$ cat config.mk
export PLATFORM = sky130hd
export DESIGN_NAME = mqt_ctrl
export DESIGN_NICKNAME = d
export VERILOG_FILES = /design/src/hdl/mqt_pkg.sv /design/src/hdl/mqt_ctrl.sv
export SDC_FILE = /design/constraint.sdc
export NUM_CORES = 1
export LEC_CHECK = 0
export BUFFER_PORTS_ARGS = -buffer_cell sky130_fd_sc_hd__buf_2
export CORE_AREA = 2 2 39 41
export CTS_CLUSTER_DIAMETER = 80
export DETAILED_ROUTE_END_ITERATION = 16
export DIE_AREA = 0 0 41 43
export PLACE_DENSITY = 0.3
export SETUP_SLACK_MARGIN = 0.4
export SYNTH_ARGS = -nofsm -noshare
export SYNTH_HDL_FRONTEND = slang
export SYNTH_SLANG_ARGS = --single-unit
$ cat constraint.sdc
create_clock -name clk -period 2.4 [get_ports clk]
set_clock_uncertainty 0.05 [all_clocks]
set_input_delay 0.36 -clock clk [delete_from_list [all_inputs] [get_ports clk]]
set_output_delay 0.36 -clock clk [all_outputs]
set_load 0.01 [all_outputs]
$ cat src/hdl/mqt_pkg.sv
// ----------------------------------------------------------------------------
// mqt_pkg
// Shared types and constants for the memory quota tracker.
// ----------------------------------------------------------------------------
package mqt_pkg;

	localparam int LIMIT_BITS      = 31;
	localparam int OWNER_BITS_DEF  = 10;
	localparam int AMOUNT_BITS_DEF = 31;

	typedef enum logic [1:0] {
		CMD_ALLOC   = 2'd0,
		CMD_RELEASE = 2'd1,
		CMD_CLEAR   = 2'd2,
		CMD_NONE    = 2'd3
	} cmd_e_t;

	typedef enum logic [1:0] {
		ST_SWEEP,
		ST_IDLE,
		ST_EXEC,
		ST_CLEAR
	} state_t;

	typedef struct packed {
		logic capture;
		logic exec;
		logic sweep;
	} ctrl_cmd_t;

	typedef struct packed {
		logic sweep_last;
		logic is_clear;
	} dp_stat_t;

endpackage

$ cat src/hdl/mqt_ctrl.sv
// ----------------------------------------------------------------------------
// mqt_ctrl
// Sequencer: table sweep after reset, transaction capture and execute,
// table sweep after a clear.
// ----------------------------------------------------------------------------
module mqt_ctrl (
	input  logic              clk,
	input  logic              arst_n,
	input  logic              start,
	input  mqt_pkg::dp_stat_t stat,
	output mqt_pkg::ctrl_cmd_t ctrl,
	output logic              busy
);
	import mqt_pkg::*;

	state_t state_q;
	state_t state_d;

	always_ff @(posedge clk or negedge arst_n) begin
		if (!arst_n) begin
			state_q <= ST_SWEEP;
		end else begin
			state_q <= state_d;
		end
	end

	always_comb begin
		state_d = state_q;
		ctrl    = '0;
		busy    = 1'b1;
		unique case (state_q)
			ST_SWEEP: begin
				ctrl.sweep = 1'b1;
				if (stat.sweep_last) begin
					state_d = ST_IDLE;
				end
			end
			ST_IDLE: begin
				busy = 1'b0;
				if (start) begin
					ctrl.capture = 1'b1;
					state_d      = ST_EXEC;
				end
			end
			ST_EXEC: begin
				ctrl.exec = 1'b1;
				state_d   = stat.is_clear ? ST_CLEAR : ST_IDLE;
			end
			ST_CLEAR: begin
				ctrl.sweep = 1'b1;
				if (stat.sweep_last) begin
					state_d = ST_IDLE;
				end
			end
			default: begin
				state_d = ST_IDLE;
			end
		endcase
	end

`ifndef NO_ASSERTIONS
	a_capture_exec: assert property (@(posedge clk) disable iff (!arst_n)
		ctrl.capture |=> (state_q == ST_EXEC))
		else $error("capture not followed by execute");

	a_clear_sweep: assert property (@(posedge clk) disable iff (!arst_n)
		(ctrl.exec && stat.is_clear) |=> (state_q == ST_CLEAR))
		else $error("clear not followed by sweep");
`endif

endmodule

==> flow_summary.toml, run 1 <==
[logic_synthesis]
synth_cells = 15
syn_area_per_cell_um2 = 9.51
synth_warnings = 0
synth-seq-cells = 2
syn_area_um2 = 143
ys_seq_area_frac = 0.351
syn_nets = 22
ys_types = 11

[setup_path]
rrSetupSlack_ps = 1070
regToRegStartpoint = "state_q[0]$_DFFE_PN0P_"
critPathLaunchType = "register"
r2r_cells = 5
critPathCaptureType = "primary output"
cp.arrival_ps = 1120
worstPathRequired_ps = 1990
cp_max_fo = 2
crit_type = "register to primary output"
reg2reg_to = "state_q[0]$_DFFE_PN0P_"

[run_status]
outcome = "finished, final reports clean"

[timing]
min_period_over_period = 0.637
worst_slew_pin_slew_ps = 169
finalSetupTns_ps = 0
rsz0062_at_grt = "false"
slew_viol_final = 0
max_freq_mhz = 655
slew_headroom = 0.886
setup_violations = 0
hold_ws_ps = 353
finalHoldViolCount = 0
fin_ws_ps = 872
min_period_ps = 1530

[cells_and_area]
largest_reg_flops = 2
top_regs = "state_q (2)"
nNetsFinal = 36
final_area_um2 = 235
antenna_cells = 0
layoutNonFillerInstCount = 43
drive_gt1_frac = 0.481
syn_to_final_growth_pct = 64.9
largest_register = "state_q"

[cts]
cts_setup_buffers = 0
htree_levels = 1
clk_pin_slew_ps = 30
clockBufferDepth = 2
cts_root_buf = "clkbuf_4"
cts_hold_buffers = 1
cts_made_buffers = 3
clkSinkCount = 2
cts_resized = 0
cts_tree = "done"
clk_latency_ps = 220

[global_route]
grt_max_degree = 4
grt_usage = 0.0531
grt_pass1_wl_um = 600
antenna_found_initial = 0
grt_pass1_vias = 146
grt_overflow = 0

[place]
placedCellCount = 39
io_buffers = 8
preCtsSetupSlack_ps = 1070
place_hpwl_um = 251
place.gp.congestion = 0.656
placed_cell_area_um2 = 203

[route]
routed_wl_um = 338
routedWlPerCell_um = 7.86
dr.pass1.iters = 4
drt-initial-drc-count = 4
num_vias = 136
postRouteAntennaNets = 0
via_per_inst = 3.16
remaining_drc_errors = 0

[power]
p_leak_nw = 0.131
powerDensity_nw_per_um2 = 1370
ir_drop_mv = 0.382

[floorplan]
rows = 14
initial_core_util = 0.103
die_w_um = 41
die_h_um = 43
core_area_um2 = 1380
dieArea_um2 = 1760
ios = 9

[worst_hold_path]
holdPathStages = 3
hold_path.class = "input pin to register"
min_from = "stat[0]"
whs_endpoint = "state_q[1]$_DFFE_PN0P_"

[flow_run]
cap_violations = 0
-- Yosys cell counts (all sizes together) --
library cell / number / area, um^2
inv: 3 / 11.3
and2: 2 / 15.0
dfrtp: 2 / 50.1
ha: 2 / 25.0
a21oi: 1 / 5.00
a22oi: 1 / 7.51
nand2: 1 / 3.75
nand2b: 1 / 13.8
o21ai: 1 / 5.00
or2: 1 / 6.26
-- through the flow --
stage          total power, mW  utilization
6_report                 0.323        0.170
3_3_place_gp             0.249        0.146
2_1_floorplan            0.193            -
5_1_grt                  0.357        0.170
4_1_cts                  0.331        0.170
3_5_place_dp             0.246        0.146
-- cell usage in the layout (no fill, tap or decap), drive strengths merged --
master	Yosys	routed
a22oi	1	1
clkbuf	0	3
nand2	1	1
a21oi	1	1
o21ai	1	1
and2	2	2
dfrtp	2	2
nand2b	1	1
inv	3	3
ha	2	2
buf	0	8
or2	1	1
dlygate4sd3	0	1
-- metal layers --
metal,part of all wire,track usage,up-vias
met5,0,0,-
met4,0,0.0800,0
met3,0.098,0.00524,0
met2,0.31,0.0469,9
met1,0.59,0.0799,55
li1,-,-,72
-- worst max-delay path by stage --
| stage | startpoint | cells after the start | end | slack (ps) |
|---|---|---|---|---|
| floorplan | state_q[0]$_DFFE_PN0P_ | 5 | state_q[0]$_DFFE_PN0P_ | 1070 |
| global placement | state_q[0]$_DFFE_PN0P_ | 5 | state_q[0]$_DFFE_PN0P_ | 1050 |
| global route | state_q[0]$_DFFE_PN0P_ | 3 | ctrl[0] | 810 |
| CTS | state_q[0]$_DFFE_PN0P_ | 3 | ctrl[0] | 850 |
| finish | state_q[0]$_DFFE_PN0P_ | 3 | ctrl[0] | 870 |
| detailed placement | state_q[0]$_DFFE_PN0P_ | 5 | state_q[0]$_DFFE_PN0P_ | 1070 |
-- report_power, final --
| group | switching [mW] | total, mW | internal [mW] |
|---|---|---|---|
| Clock | 0.0204 | 0.0757 | 0.0554 |
| Sequential | 0.0111 | 0.0624 | 0.0513 |
| Combinational | 0.0951 | 0.185 | 0.0901 |
-- kinds of logic (layout without fill, tap and decap cells) --
group	count (synthesis)	after routing	share of synthesized area
buffers and inverters	3	15	0.0789
AOI/OAI and AO/OA	3	3	0.123
adders and majority gates	2	2	0.175
and+or+nand+nor	5	5	0.272
DFF	2	2	0.351
-- worst max-delay path, stage by stage (launching register included) --
cell and delay, ps:
dfrtp_1 350, inv_1 60, ha_1 330, buf_2 150
-- layout make-up --
type	count	area [um^2]
clock buffer	3	22.5
timing repair buffer	9	50.0
fill	158	1150
sequential	2	50.0
inverter	3	11.3
tap	16	20.0
multi-input combinational	10	81.3
Power figures use the tool's default switching activity.
==> run 2: changes to the inputs <==
clock period = 1.6 ns   (was 2.4 ns; I/O delays follow)
==> flow_summary.toml, run 2 (synthesis gave the netlist of run 1 again) <==
[cells_and_area]
top_regs = "state_q (2)"
largest_reg_flops = 2
drive_gt1_frac = 0.700
finish.utilization = 0.220
layout.filler_cells = 154
layout_commonest_cell = "buf_2"
seq_area_um2 = 50.0
largest_register = "state_q"
multi_input_area_um2 = 109
nNetsFinal = 39
syn_to_final_growth_pct = 113
antenna_cells = 0
final_cell_mix = "buf_2, clkbuf_4, buf_6, buf_4"

[setup_path]
rrSetupSlack_ps = 310
crit_type = "register to primary output"
cp_max_fo = 2
cp.arrival_ps = 1090
worstPathRequired_ps = 1310
critPathCaptureType = "primary output"
critPathLaunchType = "register"
r2r_cells = 5

[place]
place_hpwl_um = 269
io_buffers = 8
preCtsSetupSlack_ps = 316
place.gp.congestion = 0.715

[power]
p_sw_frac = 0.359
power_frac_clock = 0.173
seq_power_share = 0.155
internal-power_mw = 0.432
p_leak_nw = 0.149
powerDensity_nw_per_um2 = 2220
p_sw_mw = 0.242
ir_drop_mv = 0.734
pwr-share-comb = 0.672

[global_route]
grt_usage = 0.0591
grt_pass1_vias = 184
antenna_found_initial = 0
grt_pass1_wl_um = 662
grt_overflow = 0
grt_max_degree = 4

[route]
via_per_inst = 3.39
drt-initial-drc-count = 5
dr.pass1.iters = 4
routedWlPerCell_um = 8.39
remaining_drc_errors = 0
routed_wl_um = 386
num_vias = 156
postRouteAntennaNets = 0

[timing]
max_freq_mhz = 724
slew_headroom = 0.893
worst_slew_pin_slew_ps = 159
min_period_over_period = 0.863
finalHoldViolCount = 0
slew_viol_final = 0
finalSetupTns_ps = 0
setup_violations = 0
hold_ws_ps = 231
fin_ws_ps = 218
rsz0062_at_grt = "true"
min_period_ps = 1380

[floorplan]
ios = 9
initial_core_util = 0.103
dieArea_um2 = 1760
die_h_um = 43
die_w_um = 41
rows = 14
core_area_um2 = 1380

[cts]
clk_latency_ps = 230
cts_root_buf = "clkbuf_4"
cts_tree = "done"
cts_made_buffers = 3
clockBufferDepth = 2
htree_levels = 1
clkSinkCount = 2
clk_pin_slew_ps = 30

[worst_hold_path]
holdPathStages = 3
hold_path.class = "input pin to register"

[run_status]
outcome = "finished, final reports clean"

[flow_run]
cap_violations = 0
==> run 2: cell types whose count changed in the layout (fill, tap and decap cells not counted), moves of 2 or more <==
| cell | delta |
|---|---|
| buf_2 | -3 |
| buf_4 | +3 |
| buf_6 | +3 |
| ha_1 | -2 |
| ha_4 | +2 |
| inv_1 | -2 |
| inv_2 | +2 |
==> run 2: final timing paths <==
kind,from,to
max,state_q[1]$_DFFE_PN0P_,ctrl[2]
min,stat[0],state_q[1]$_DFFE_PN0P_
max reg2reg,state_q[0]$_DFFE_PN0P_,state_q[0]$_DFFE_PN0P_
min reg2reg,state_q[1]$_DFFE_PN0P_,state_q[1]$_DFFE_PN0P_
max in group asynchronous,arst_n,state_q[1]$_DFFE_PN0P_
min in group asynchronous,arst_n,state_q[0]$_DFFE_PN0P_
==> run 2: power by group through the flow <==
| stage | registers, mW | clock network (mW) | logic, mW |
|---|---|---|---|
| 2_1_floorplan | 0.0942 | 0 | 0.239 |
| 6_report | 0.105 | 0.117 | 0.453 |
| 3_3_place_gp | 0.0990 | 0 | 0.313 |
| 4_1_cts | 0.0992 | 0.127 | 0.403 |
| 5_1_grt | 0.108 | 0.129 | 0.501 |
| 3_5_place_dp | 0.0971 | 0 | 0.312 |
==> run 2: final cells by class <==
cell class / count / share of cell area
multi-input cells: 10 / 0.358
repair buffers: 12 / 0.300
flip-flops and latches: 2 / 0.165
clock buffers: 3 / 0.0741
well taps: 16 / 0.0658
inverters: 3 / 0.0370
==> run 2: per-layer routing <==
layer | global-route usage | share of wire | vias up
li1 | - | - | 78
met2 | 0.0656 | 0.47 | 6
met3 | 0.0157 | 0.052 | 0
met4 | 0.0800 | 0 | 0
met5 | 0 | 0 | -
met1 | 0.0735 | 0.48 | 72
==> run 2: per-stage QoR <==
stage / total power [mW] / instance area, um^2 / instances
global route: 0.738 / 304 / 46
finish: 0.674 / 304 / 46
floorplan: 0.333 / 155 / 15
detailed placement: 0.409 / 215 / 39
global placement: 0.412 / 215 / 39
CTS: 0.629 / 278 / 45
==> run 2: repair_timing <==
action | in CTS | in global routing
hold buffers | 1 | 0
hold endpoints to repair | 2 | 0
pin swaps | 3 | 2
setup endpoints to repair | 6 | 6
resized for setup | 4 | 4
setup buffers | 2 | 1
==> run 2: worst max-delay path: stages, from the launching register on <==
cell	delay, ps
dfrtp_1	390
inv_2	70
ha_4	160
and2_4	130
buf_6	110
==> run 3: changes to the inputs <==
RECOVER_POWER = 25   (was default)
==> flow_summary.toml, run 3 (synthesis gave the netlist of run 1 again) <==
[cells_and_area]
final_cell_mix = "buf_2, clkbuf_4, buf_6, buf_4"
syn_to_final_growth_pct = 112
largest_reg_flops = 2
final_area_um2 = 303
layout.filler_cells = 154
antenna_cells = 0
largest_register = "state_q"
layoutNonFillerInstCount = 46
layout_commonest_cell = "buf_2"
top_regs = "state_q (2)"
finish.utilization = 0.219
drive_gt1_frac = 0.667
nNetsFinal = 39

[cts]
htree_levels = 1
cts_root_buf = "clkbuf_4"
cts_tree = "done"
clk_latency_ps = 230
clkSinkCount = 2
cts_made_buffers = 3
clk_pin_slew_ps = 30
clockBufferDepth = 2

[place]
placedCellCount = 39
place_hpwl_um = 269
placed_cell_area_um2 = 215
place.gp.congestion = 0.715
io_buffers = 8
preCtsSetupSlack_ps = 316

[timing]
rsz0062_at_grt = "true"
finalSetupTns_ps = 0
min_period_ps = 1380
min_period_over_period = 0.865
finalHoldViolCount = 0
fin_ws_ps = 217
setup_violations = 0
slew_viol_final = 0
slew_headroom = 0.893
hold_ws_ps = 230
worst_slew_pin_slew_ps = 159
max_freq_mhz = 723

[power]
internal-power_mw = 0.432
p_sw_mw = 0.243
power_mw = 0.675
ir_drop_mv = 0.765
p_leak_nw = 0.146
powerDensity_nw_per_um2 = 2230
power_frac_clock = 0.174
pwr-share-comb = 0.670
p_sw_frac = 0.360
seq_power_share = 0.155

[global_route]
grt_usage = 0.0591
grt_overflow = 0
grt_max_degree = 4
grt_pass1_vias = 184
grt_pass1_wl_um = 662
antenna_found_initial = 0

[route]
drt-initial-drc-count = 5
postRouteAntennaNets = 0
via_per_inst = 3.39
dr.pass1.iters = 4
routedWlPerCell_um = 8.48
num_vias = 156
remaining_drc_errors = 0
routed_wl_um = 390

[worst_hold_path]
hold_path.class = "input pin to register"

[setup_path]
cp_max_fo = 2
critPathLaunchType = "register"
worstPathRequired_ps = 1310
crit_type = "register to primary output"
cp.arrival_ps = 1090
critPathCaptureType = "primary output"

[floorplan]
rows = 14
die_w_um = 41
initial_core_util = 0.103
dieArea_um2 = 1760
ios = 9
core_area_um2 = 1380
die_h_um = 43

[flow_run]
cap_violations = 0

[run_status]
outcome = "finished, final reports clean"
[run 3: cell types whose count changed in the layout (fill, tap and decap cells not counted), sizes merged]
cell and delta:
buf -1, clkbuf +1
[run 3: repair_timing]
item | CTS | global route
hold buffers | 1 | 0
buffers inserted | 2 | 1
resized for setup | 4 | 4
pin swaps | 3 | 2
hold endpoints to repair | 2 | 0
setup endpoints to repair | 6 | 6
[run 3: path summary, 6_finish.rpt]
path / cells after the start / slack, ps / start / endpoint
max: 4 / 220 / state_q[1]$_DFFE_PN0P_ / ctrl[2]
max in group asynchronous: 2 / 1080 / arst_n / state_q[1]$_DFFE_PN0P_
min: 3 / 230 / stat[0] / state_q[1]$_DFFE_PN0P_
min in group asynchronous: 2 / 290 / arst_n / state_q[0]$_DFFE_PN0P_
min reg2reg: 3 / 700 / state_q[1]$_DFFE_PN0P_ / state_q[1]$_DFFE_PN0P_
max reg2reg: 5 / 310 / state_q[0]$_DFFE_PN0P_ / state_q[0]$_DFFE_PN0P_
[run 3: power groups by stage]
stage | clock [mW] | combinational, mW | sequential, mW
after global placement | 0 | 0.313 | 0.0990
after detailed placement | 0 | 0.312 | 0.0971
after global routing | 0.129 | 0.500 | 0.108
after CTS | 0.127 | 0.403 | 0.0992
final | 0.118 | 0.452 | 0.105
after floorplan | 0 | 0.239 | 0.0942
[run 3: routing by layer]
metal | vias to the layer above | track usage | routed length [um]
li1 | 78 | - | -
met4 | 0 | 0.0800 | 0
met5 | - | 0 | 0
met1 | 72 | 0.0735 | 189
met2 | 6 | 0.0656 | 181
met3 | 0 | 0.0157 | 20
[run 3: layout make-up]
type | count | area (um^2) | share of cell area
multi-input combinational | 10 | 109 | 0.360
timing repair buffer | 12 | 90.1 | 0.298
sequential | 2 | 50.0 | 0.165
clock buffer | 3 | 22.5 | 0.0744
tap | 16 | 20.0 | 0.0661
inverter | 3 | 11.3 | 0.0372
[run 3: worst max-delay path, stage by stage (launching register included)]
cell and delay (ps):
dfrtp_1 390, inv_2 70, ha_4 160, and2_4 130, buf_6 110
